--- src/rtl/imu_frame_deframer_unit_defines.svh ---
// Assertion macros shared by the deframer RTL.
// No dependencies; included by the modules that carry assertions.
`ifndef IMU_FRAME_DEFRAMER_UNIT_DEFINES_SVH
`define IMU_FRAME_DEFRAMER_UNIT_DEFINES_SVH

// Checked on every rising edge, quiet while reset is high
`define IMU_DFR_ASSERT_RST(lbl, clk, rst, prop, msg) \
   lbl: assert property (@(posedge clk) disable iff (rst) prop) else $error(msg);

// Checked on every rising edge, reset included
`define IMU_DFR_ASSERT_ALWAYS(lbl, clk, prop, msg) \
   lbl: assert property (@(posedge clk) prop) else $error(msg);

`endif

--- src/rtl/imu_dfr_pkg.sv ---
// Shared types and constants for the IMU frame deframer.
// No dependencies; used by imu_dfr_core, imu_dfr_outq and the top level.
package imu_dfr_pkg;

   localparam int unsigned FrameLast    = 22;  // position of the checksum byte
   localparam int unsigned PayloadFirst = 2;   // first payload byte position
   localparam int unsigned PayloadLen   = 20;  // payload bytes per frame
   localparam int unsigned WordCount    = PayloadLen / 2;
   localparam int unsigned WordWidth    = 16;
   localparam int unsigned IndexWidth   = 5;

   // Configuration register indexes
   localparam logic CSR_HEADER_FIRST  = 1'b0;
   localparam logic CSR_HEADER_SECOND = 1'b1;

   typedef enum logic [1:0] {
      PH_HUNT1   = 2'd0,
      PH_HUNT2   = 2'd1,
      PH_COLLECT = 2'd2
   } phase_type;

   // One decoded frame: words low first, then the checksum flag
   typedef struct packed {
      logic                                 checksum_good;
      logic [WordCount-1:0][WordWidth-1:0]  words;
   } result_type;

endpackage

--- src/rtl/imu_frame_deframer_unit.sv ---
// IMU frame deframer, top level.
// Channels: req_ carries one received serial byte per transaction in
// req_tdata[7:0]. rsp_ carries one decoded frame per transaction: ten
// little-endian signed 16-bit words in rsp_tdata and the checksum flag in
// rsp_tuser. The words are zero whenever the flag is low.
// Headers are set through csr_we / csr_index / csr_wdata (index 0 first
// header byte, index 1 second header byte), to be written while the block is idle;
// the block does not enforce this. Each byte is handled in the cycle it is accepted;
// a frame's result is registered into the result queue's head, or into its skid slot
// while the head is held. One byte per cycle is taken while req_tready is high.
// Reset (synchronous, active high) clears both headers to zero, restarts the
// header hunt and empties the result queue.
// When the receiver stalls, up to two results are held (head plus skid
// slot); req_tready drops only when both are occupied, which needs the
// receiver to hold off for longer than a whole frame.

module imu_frame_deframer_unit (
   input  logic          clock,
   input  logic          reset,
   input  logic          req_tvalid,
   output logic          req_tready,
   input  logic [7:0]    req_tdata,    // [7:0] rx_byte
   output logic          rsp_tvalid,
   input  logic          rsp_tready,
   output logic [159:0]  rsp_tdata,    // accel_x, accel_y, accel_z, rate_x, rate_y,
                                       // rate_z, angle_roll, angle_pitch, angle_yaw,
                                       // temperature; 16 bits each from bit 0 up
   output logic          rsp_tuser,    // [0] checksum_good
   input  logic          csr_we,
   input  logic          csr_index,
   input  logic [7:0]    csr_wdata
);

   logic                     accept;
   logic                     res_valid;
   logic                     room;
   imu_dfr_pkg::result_type  res_data;
   imu_dfr_pkg::result_type  out_data;

   assign req_tready = room;
   assign accept     = req_tvalid && room;

   imu_dfr_core u_core (
      .clock     (clock),
      .reset     (reset),
      .in_accept (accept),
      .in_byte   (req_tdata),
      .csr_we    (csr_we),
      .csr_index (csr_index),
      .csr_wdata (csr_wdata),
      .res_valid (res_valid),
      .res_data  (res_data)
   );

   imu_dfr_outq u_outq (
      .clock     (clock),
      .reset     (reset),
      .push      (res_valid),
      .push_data (res_data),
      .room      (room),
      .out_valid (rsp_tvalid),
      .out_ready (rsp_tready),
      .out_data  (out_data)
   );

   assign rsp_tdata = out_data.words;
   assign rsp_tuser = out_data.checksum_good;

endmodule

--- src/rtl/imu_dfr_core.sv ---
// Header hunt, payload capture and checksum for the IMU frame deframer.
// Depends on imu_dfr_pkg and imu_frame_deframer_unit_defines.svh.
`include "imu_frame_deframer_unit_defines.svh"

module imu_dfr_core (
   input  logic                     clock,
   input  logic                     reset,
   input  logic                     in_accept,
   input  logic [7:0]               in_byte,
   input  logic                     csr_we,
   input  logic                     csr_index,
   input  logic [7:0]               csr_wdata,
   output logic                     res_valid,
   output imu_dfr_pkg::result_type  res_data
);

   imu_dfr_pkg::phase_type                 phase_ff, phase_in;
   logic [imu_dfr_pkg::IndexWidth-1:0]     byte_index_ff, byte_index_in;
   logic [7:0]                             sum_ff, sum_in;
   logic [7:0]                             header_first_ff, header_second_ff;
   logic [7:0]                             store_ff [imu_dfr_pkg::PayloadLen];
   logic                                   store_shift;
   logic                                   good;

   localparam logic [imu_dfr_pkg::IndexWidth-1:0] IdxLast  =
      imu_dfr_pkg::IndexWidth'(imu_dfr_pkg::FrameLast);
   localparam logic [imu_dfr_pkg::IndexWidth-1:0] IdxFirst =
      imu_dfr_pkg::IndexWidth'(imu_dfr_pkg::PayloadFirst);

   // Header registers, to be written only while idle; the block does not enforce this
   always_ff @(posedge clock) begin
      if (reset) begin
         header_first_ff  <= '0;
         header_second_ff <= '0;
      end else if (csr_we) begin
         case (csr_index)
            imu_dfr_pkg::CSR_HEADER_FIRST:  header_first_ff  <= csr_wdata;
            imu_dfr_pkg::CSR_HEADER_SECOND: header_second_ff <= csr_wdata;
            default: ;
         endcase
      end
   end

   // State register
   always_ff @(posedge clock) begin
      if (reset) begin
         phase_ff      <= imu_dfr_pkg::PH_HUNT1;
         byte_index_ff <= '0;
         sum_ff        <= '0;
      end else begin
         phase_ff      <= phase_in;
         byte_index_ff <= byte_index_in;
         sum_ff        <= sum_in;
      end
   end

   assign good = (~sum_ff == in_byte);

   // Next state and result strobe
   always_comb begin
      phase_in      = phase_ff;
      byte_index_in = byte_index_ff;
      sum_in        = sum_ff;
      store_shift   = 1'b0;
      res_valid     = 1'b0;
      if (in_accept) begin
         case (phase_ff)
            imu_dfr_pkg::PH_HUNT2: begin
               if (in_byte == header_second_ff) begin
                  phase_in      = imu_dfr_pkg::PH_COLLECT;
                  byte_index_in = IdxFirst;
                  sum_in        = '0;
               end else if (in_byte != header_first_ff) begin
                  phase_in = imu_dfr_pkg::PH_HUNT1;
               end
            end
            imu_dfr_pkg::PH_COLLECT: begin
               if (byte_index_ff < IdxLast) begin
                  store_shift   = 1'b1;
                  sum_in        = sum_ff + in_byte;
                  byte_index_in = byte_index_ff + 1'b1;
               end else begin
                  res_valid     = 1'b1;
                  phase_in      = imu_dfr_pkg::PH_HUNT1;
                  byte_index_in = '0;
                  sum_in        = '0;
               end
            end
            default: begin
               phase_in = (in_byte == header_first_ff) ? imu_dfr_pkg::PH_HUNT2
                                                         : imu_dfr_pkg::PH_HUNT1;
            end
         endcase
      end
   end

   // Payload shift line: after 20 bytes, entry 0 holds frame byte 2
   always_ff @(posedge clock) begin
      if (store_shift) begin
         for (int i = 0; i < imu_dfr_pkg::PayloadLen - 1; i++) begin
            store_ff[i] <= store_ff[i+1];
         end
         store_ff[imu_dfr_pkg::PayloadLen-1] <= in_byte;
      end
   end

   // Little-endian words, zeroed on a bad checksum
   always_comb begin
      res_data.checksum_good = good;
      for (int k = 0; k < imu_dfr_pkg::WordCount; k++) begin
         res_data.words[k] = good ? {store_ff[2*k+1], store_ff[2*k]} : '0;
      end
   end

   `IMU_DFR_ASSERT_RST(a_index_in_frame, clock, reset,
      phase_ff == imu_dfr_pkg::PH_COLLECT |-> byte_index_ff >= IdxFirst && byte_index_ff <= IdxLast,
      "byte index outside the frame while collecting")
   `IMU_DFR_ASSERT_RST(a_restart_after_result, clock, reset,
      res_valid |=> phase_ff == imu_dfr_pkg::PH_HUNT1 && sum_ff == 8'd0,
      "hunt did not restart after a frame")
   `IMU_DFR_ASSERT_RST(a_index_idle, clock, reset,
      phase_ff != imu_dfr_pkg::PH_COLLECT |-> byte_index_ff == '0,
      "byte index not cleared outside a frame")

endmodule

--- src/rtl/imu_dfr_outq.sv ---
// Two-entry result register with skid slot for the IMU frame deframer.
// Depends on imu_dfr_pkg and imu_frame_deframer_unit_defines.svh.
`include "imu_frame_deframer_unit_defines.svh"

module imu_dfr_outq (
   input  logic                     clock,
   input  logic                     reset,
   input  logic                     push,
   input  imu_dfr_pkg::result_type  push_data,
   output logic                     room,
   output logic                     out_valid,
   input  logic                     out_ready,
   output imu_dfr_pkg::result_type  out_data
);

   logic                     main_v_ff, main_v_in;
   logic                     skid_v_ff, skid_v_in;
   imu_dfr_pkg::result_type  main_ff, main_in;
   imu_dfr_pkg::result_type  skid_ff, skid_in;
   logic                     pop;

   assign pop       = main_v_ff && out_ready;
   assign room      = !skid_v_ff;
   assign out_valid = main_v_ff;
   assign out_data  = main_ff;

   // Refill the head from the skid slot or the new result
   always_comb begin
      main_v_in = main_v_ff;
      main_in   = main_ff;
      skid_v_in = skid_v_ff;
      skid_in   = skid_ff;
      if (pop || !main_v_ff) begin
         if (skid_v_ff) begin
            main_v_in = 1'b1;
            main_in   = skid_ff;
            skid_v_in = 1'b0;
         end else begin
            main_v_in = push;
            main_in   = push_data;
         end
      end else if (push) begin
         skid_v_in = 1'b1;
         skid_in   = push_data;
      end
   end

   always_ff @(posedge clock) begin
      if (reset) begin
         main_v_ff <= 1'b0;
         skid_v_ff <= 1'b0;
      end else begin
         main_v_ff <= main_v_in;
         skid_v_ff <= skid_v_in;
      end
   end

   always_ff @(posedge clock) begin
      main_ff <= main_in;
      skid_ff <= skid_in;
   end

   `IMU_DFR_ASSERT_RST(a_skid_behind_main, clock, reset,
      skid_v_ff |-> main_v_ff,
      "skid slot holds a result while the head is empty")
   `IMU_DFR_ASSERT_RST(a_no_push_when_full, clock, reset,
      push |-> !skid_v_ff,
      "result pushed into a full queue")
   `IMU_DFR_ASSERT_RST(a_skid_moves_up, clock, reset,
      pop && skid_v_ff |=> main_v_ff && !skid_v_ff,
      "skid result not moved to the head after a transaction")

endmodule
--- config.mk ---
export PLATFORM = sky130hd
export DESIGN_NAME = imu_frame_deframer_unit
export DESIGN_NICKNAME = d
export VERILOG_FILES = /design/src/rtl/imu_dfr_pkg.sv /design/src/rtl/imu_frame_deframer_unit.sv /design/src/rtl/imu_dfr_core.sv /design/src/rtl/imu_dfr_outq.sv
export VERILOG_INCLUDE_DIRS = /design/src /design/src/rtl
export SDC_FILE = /design/constraint.sdc
export NUM_CORES = 1
export LEC_CHECK = 0
export ABC_AREA = 0
export BUFFER_PORTS_ARGS = -buffer_cell sky130_fd_sc_hd__buf_2
export CAP_MARGIN = 20
export CORE_MARGIN = 2
export CORE_UTILIZATION = 49
export DETAILED_ROUTE_END_ITERATION = 8
export GPL_ROUTABILITY_DRIVEN = 0
export PLACE_DENSITY = 0.73
export SETUP_SLACK_MARGIN = 0.02
export SLEW_MARGIN = 30
export SYNTH_ARGS = -nofsm -noshare
export SYNTH_HDL_FRONTEND = slang
export SYNTH_SLANG_ARGS = --single-unit
--- constraint.sdc ---
create_clock -name clock -period 35.6 [get_ports clock]
set_input_delay 1.78 -clock clock [delete_from_list [all_inputs] [get_ports clock]]
set_output_delay 1.78 -clock clock [all_outputs]
set_load 0.02 [all_outputs]
**Word level (Yosys, flattened, before mapping)**

Memories as Yosys holds them, arrays and structs flattened.
Index checks and enable logic that the tools add are counted.

- Word-level logic and storage cells: 88
- ROM bits: 0
- Bits in writable memories: 160
- Bits in registers: 355
- Memories kept: 1
- Bits of input ports: 22
- Bits in latches: 0

Memory list:

| memory | words | width | rd ports | clocked after Yosys merged registers in | write ports | line | RTL |
|---|---|---|---|---|---|---|---|
| u_core.store_ff | 20 | 8 | 20 | 0 | 20 | imu_dfr_core.sv:21 | `logic [7:0] store_ff [imu_dfr_pkg::PayloadLen];` |

- Muxes and demuxes: 31
- Div/mod/pow operators: 0
- Multiply operators: 0
- Eq/ne operators: 9
- Bitwise logic cells: 3
- Shifts and indexed selects: 0
- Add/subtract/negate cells: 2
- $lt $le $gt $ge: 1
- Reductions and logical operators: 12

Operators by type and width:

| cell | count |
|---|---|
| 161-bit two-way mux | 1 |
| 16-bit two-way mux | 10 |
| 8-bit equality test | 3 |
| 8-bit two-way mux | 2 |
| 8-bit one-hot mux with 2 select lines | 1 |
| 1-bit two-way mux | 10 |
| 5-bit two-way mux | 2 |
| 5-bit one-hot mux with 2 select lines | 1 |
| 8-bit adder | 1 |
| 8-bit inequality test | 1 |
| 8-bit NOT | 1 |
| 2-bit two-way mux | 3 |
| 2-bit AND reduction | 3 |
| 3-bit AND reduction | 2 |
| 5-bit by 1-bit adder with 5-bit output (second input constant) | 1 |
| 5-bit less-than comparator (second input constant) | 1 |
| 2-bit one-hot mux with 2 select lines | 1 |
| 3-bit by 1-bit inequality test with 1-bit output (second input constant) | 1 |
| 2-bit by 1-bit equality test with 1-bit output (second input constant) | 1 |
| 2-bit equality test (second input constant) | 1 |
| 1-bit logical AND | 2 |
| 1-bit logical NOT | 2 |
| 2-bit by 1-bit inequality test with 1-bit output (second input constant) | 1 |
| 2-bit inequality test (second input constant) | 1 |
| 4 further kinds | 5 |

**Logic depth before layout (Yosys ltp)**

- Depth after elaboration: 6
- Depth in mapped cells: 7
- Gate-level depth less buffers: 7

**Modules after synthesis**

A second synthesis with hierarchy kept.

- Cells, all modules: 1067
- Area, all modules: 19570.0 um^2

Modules (own cells, without submodules):

| module | cells each | sequential area each (um^2) | times used | area an instance (um^2) |
|---|---|---|---|---|
| imu_dfr_outq | 510 | 9709.3 | 1 | 11955.2 |
| imu_dfr_core | 556 | 5425.2 | 1 | 7608.5 |
| imu_frame_deframer_unit | 1 | 0.0 | 1 | 6.3 |

**Least setup slack after synthesis**

Ideal clock, no wire load.

- Path type: input -> register
- From: in rsp_tready
- To: reg u_outq.skid_ff[0] in the netlist's numbering, enable pin
- Data arrival time: 16.530 ns
- Cell stages on the path: 2
- Path slack: 16.591 ns
- Cell sequence: nand2b_1 > nor3_1

- Cells in the longest elaborated chain, start to end: 4

RTL lines:

| item | line | RTL |
|---|---|---|
| from (decl) | imu_frame_deframer_unit.sv:24 | `input logic rsp_tready,` |
| 1-bit logical AND | imu_dfr_outq.sv:22 | `assign pop = main_v_ff && out_ready;` |
| 1-bit logical OR | imu_dfr_outq.sv:33 | `if (pop \|\| !main_v_ff) begin` |
| 1-bit NOT (no line) | -- |  |
| 2-bit AND reduction (no line) | -- |  |
| to (signal assigned) | imu_dfr_outq.sv:60 | `skid_ff <= skid_in;` |
| to (decl) | imu_dfr_outq.sv:19 | `imu_dfr_pkg::result_type skid_ff, skid_in;` |

No other way between the ends.
A chain may end at the register's enable or synchronous reset.

==> flow_metrics.env <==
export IMPL_syn_area_per_cell_um2=18.2
export IMPL_worst_slew_pin_slew_ps=955
export IMPL_holdWs_ps=429
export IMPL_use_met2_pct=26.4
export IMPL_placementRows=72
export IMPL_synth_ff_type="edfxtp_1"
export IMPL_fillers=2883
export IMPL_use_met1_pct=24.5
export IMPL_holdBufCountCts=0
export IMPL_grt_busiest_layer="met2"
export IMPL_antenna_found_initial=0
export IMPL_cp_arrival_ps=4470
export IMPL_htree_num_levels=2
export IMPL_vias=9497
export IMPL_cts_tree="yes"
export IMPL_max_slew_margin_rel_pct=36.3
export IMPL_yosysWarnings=0
export IMPL_via_per_inst=5.22
export IMPL_place_hpwl_um=20500
export IMPL_boundaryPins=185
export IMPL_area_growth_pct=15.6
export IMPL_cp_num_buf_inv=3
export IMPL_ir_drop_mv=0.0385
export IMPL_ys_seq_area_share_pct=78.3
export IMPL_yosys_top_cells_area="edfxtp_1 75%, mux2_2 9.4%, and2_1 5.2%"
export IMPL_rrSetupSlack_ps=32590
export IMPL_cts_resized_gates=0
export IMPL_fin_setup_tns_ps=0
export IMPL_grt_start_max_net_pins=91
export IMPL_numCtsBuffers=50
export IMPL_port_buffers=184
export IMPL_drive_above_1_share_pct=32.5
export IMPL_cp_required_ps=36030
export IMPL_synth_edff_count=482
export IMPL_worstHoldPathType="flip-flop to flip-flop"
export IMPL_rsz0062_at_grt="no"
export IMPL_drtPass1Iterations=4
export IMPL_cts_root_buf="clkbuf_16"
export IMPL_synth_seq_cells=515
export IMPL_use_met3_pct=4.01
export IMPL_leakagePower_nw=8.54
export IMPL_synth_most_common_cell="edfxtp_1"
export IMPL_async_flop_share_pct=0
export IMPL_cp_top_family="buffers and inverters"
export IMPL_nets=1298
export IMPL_yosysTopAreaCell="edfxtp_1"
export IMPL_die_y_um=203
export IMPL_hold_violations=0
export IMPL_cts_setup_buffers=0
export IMPL_coreArea_mm2=0.0388
export IMPL_critPathMaxStageDelay_ps=740
export IMPL_slew_viol_final=0
export IMPL_finalCritPeriodShare_pct=11.4
export IMPL_grt_pass1_wl_um=54400
export IMPL_synth_area_mm2=0.0193
export IMPL_dp_slack_ps=30970
export IMPL_yosys_top_cells_count="482 x edfxtp_1, 162 x and2_1, 161 x mux2_2, 33 x clkbuf_1, 33 x dfxtp_1"
export IMPL_period_needed_ps=4040
export IMPL_clk_pin_slew_worst_paths_ps=60
export IMPL_status="finished clean"
export IMPL_drc_errors=0
export IMPL_dr_first_iter_drc_count=682
export IMPL_clock_latency_ps=570
export IMPL_initial_core_util_pct=49.8
export IMPL_cp_end_kind="flip-flop"
export IMPL_synthesis_nets=1096
export IMPL_cts_sinks=515
export IMPL_cp_slowest_cell="buf_4"
export IMPL_crit_fanout=90
export IMPL_path_cells="buf_2, ha_1, nand3_1, nor3_4, buf_4, buf_4, and2_1, mux2_2"
export IMPL_grt_use_total_pct=17.1
export IMPL_max_cap_viol_count=0
export IMPL_path_common_cell="buf_4"
export IMPL_gr_total_overflow=0
export IMPL_wl_per_cell_um=19.1
export IMPL_cts_buffer_depth=3
export IMPL_fin_ws_ps=31560
export IMPL_p_per_area_mw_per_mm2=51.6
export IMPL_wl_um=34800
export IMPL_first_global_vias=9468
export IMPL_fin_skew_ps=16.1
export IMPL_yosysTopAreaCellShare_pct=74.9
export IMPL_startpoint_type="input port"
export IMPL_path_class="input port to flip-flop"
export IMPL_die_area_mm2=0.0411
export IMPL_netlist_instances=1063
export IMPL_fmax_mhz=247
export IMPL_synth_cell_types=50
export IMPL_chipWidth_um=203
export IMPL_final_setup_viol_count=0
export IMPL_ant_nets=0
==> placed cells by master (no fill, tap or decap), types with 3 or more instances in the layout <==
master and count:
ha_1 10, and4_1 3, dfxtp_1 33, and2_1 162, buf_4 6, buf_2 184, clkbuf_1 9, mux2_2 161
nand2_1 23, xor2_1 3, xnor2_1 18, nand4_1 6, clkbuf_16 50, mux2i_1 8, buf_6 5, nand3b_1 3
clkinv_2 3, a31oi_1 3, edfxtp_1 482, bufinv_16 3, nor2_1 12, inv_1 5, a21oi_1 28, nor2b_1 3
nand3_1 19, nand4b_1 3, clkinv_1 18
==> final timing paths <==
check	from	to	cells after the start
max reg2reg	u_core.sum_ff[4]	u_outq.out_data[45]	7
min	u_core.store_ff[6][14]	u_core.store_ff[6][6]	0
min reg2reg	u_core.store_ff[6][14]	u_core.store_ff[6][6]	0
max	req_tdata[4]	u_outq.out_data[45]	8
==> final cells by class <==
type	count	area, um2	area share, %
flip-flops and latches	515	15100	67.7
clock buffers	59	1280	5.75
well taps	518	648	2.90
repair buffers	195	1020	4.57
multi-input cells	497	4010	18.0
clock inverters	29	214	0.957
diodes	1	2.50	0.0112
inverters	6	27.5	0.123
==> state kept, by name, indices dropped and copies added, names as in the netlist <==
register	flops
u_outq.out_data	161
u_outq.skid_ff	161
u_core.store_ff	160
u_core.header_first_ff	8
u_core.header_second_ff	8
u_core.sum_ff	8
u_core.byte_index_ff	5
u_core.phase_ff	2
u_outq.out_valid	1
u_outq.skid_v_ff	1
==> cell families after synthesis <==
kind of cell	count (synthesis)	share of synthesized area, %
AND/OR/NAND/NOR	248	7.58
flip-flops	515	78.3
AO/OA/AOI/OAI	47	1.46
buffers and inverters	51	1.11
adder cells (fa/ha/maj)	11	0.751
multiplexers	169	9.79
XOR/XNOR	22	1.04
==> per-layer routing <==
layer | vias up | wire [um]
met3 | 51 | 2070
met1 | 4760 | 15700
met5 | - | 0
met2 | 268 | 16400
li1 | 4418 | -
met4 | 0 | 641
==> where the power goes <==
| group | total [mW] | internal (mW) | switching, mW | leakage [nW] |
|---|---|---|---|---|
| Sequential | 0.654 | 0.653 | 0.000737 | 4.84 |
| Combinational | 0.0105 | 0.00438 | 0.00609 | 2.98 |
| Clock | 0.488 | 0.278 | 0.210 | 0.716 |
| Total | 1.15 | 0.935 | 0.217 | 8.54 |
==> metrics by stage <==
step,total power [mW],area (um2),util [%],instances
floorplan,0.673,19300,-,1063
global placement,0.677,20800,53.6,1731
detailed placement,0.677,20800,53.6,1731
CTS,1.17,22300,57.5,1819
global route,1.19,22300,57.5,1819
finish,1.15,22300,57.6,1820
(Power assumes the default switching activity.)
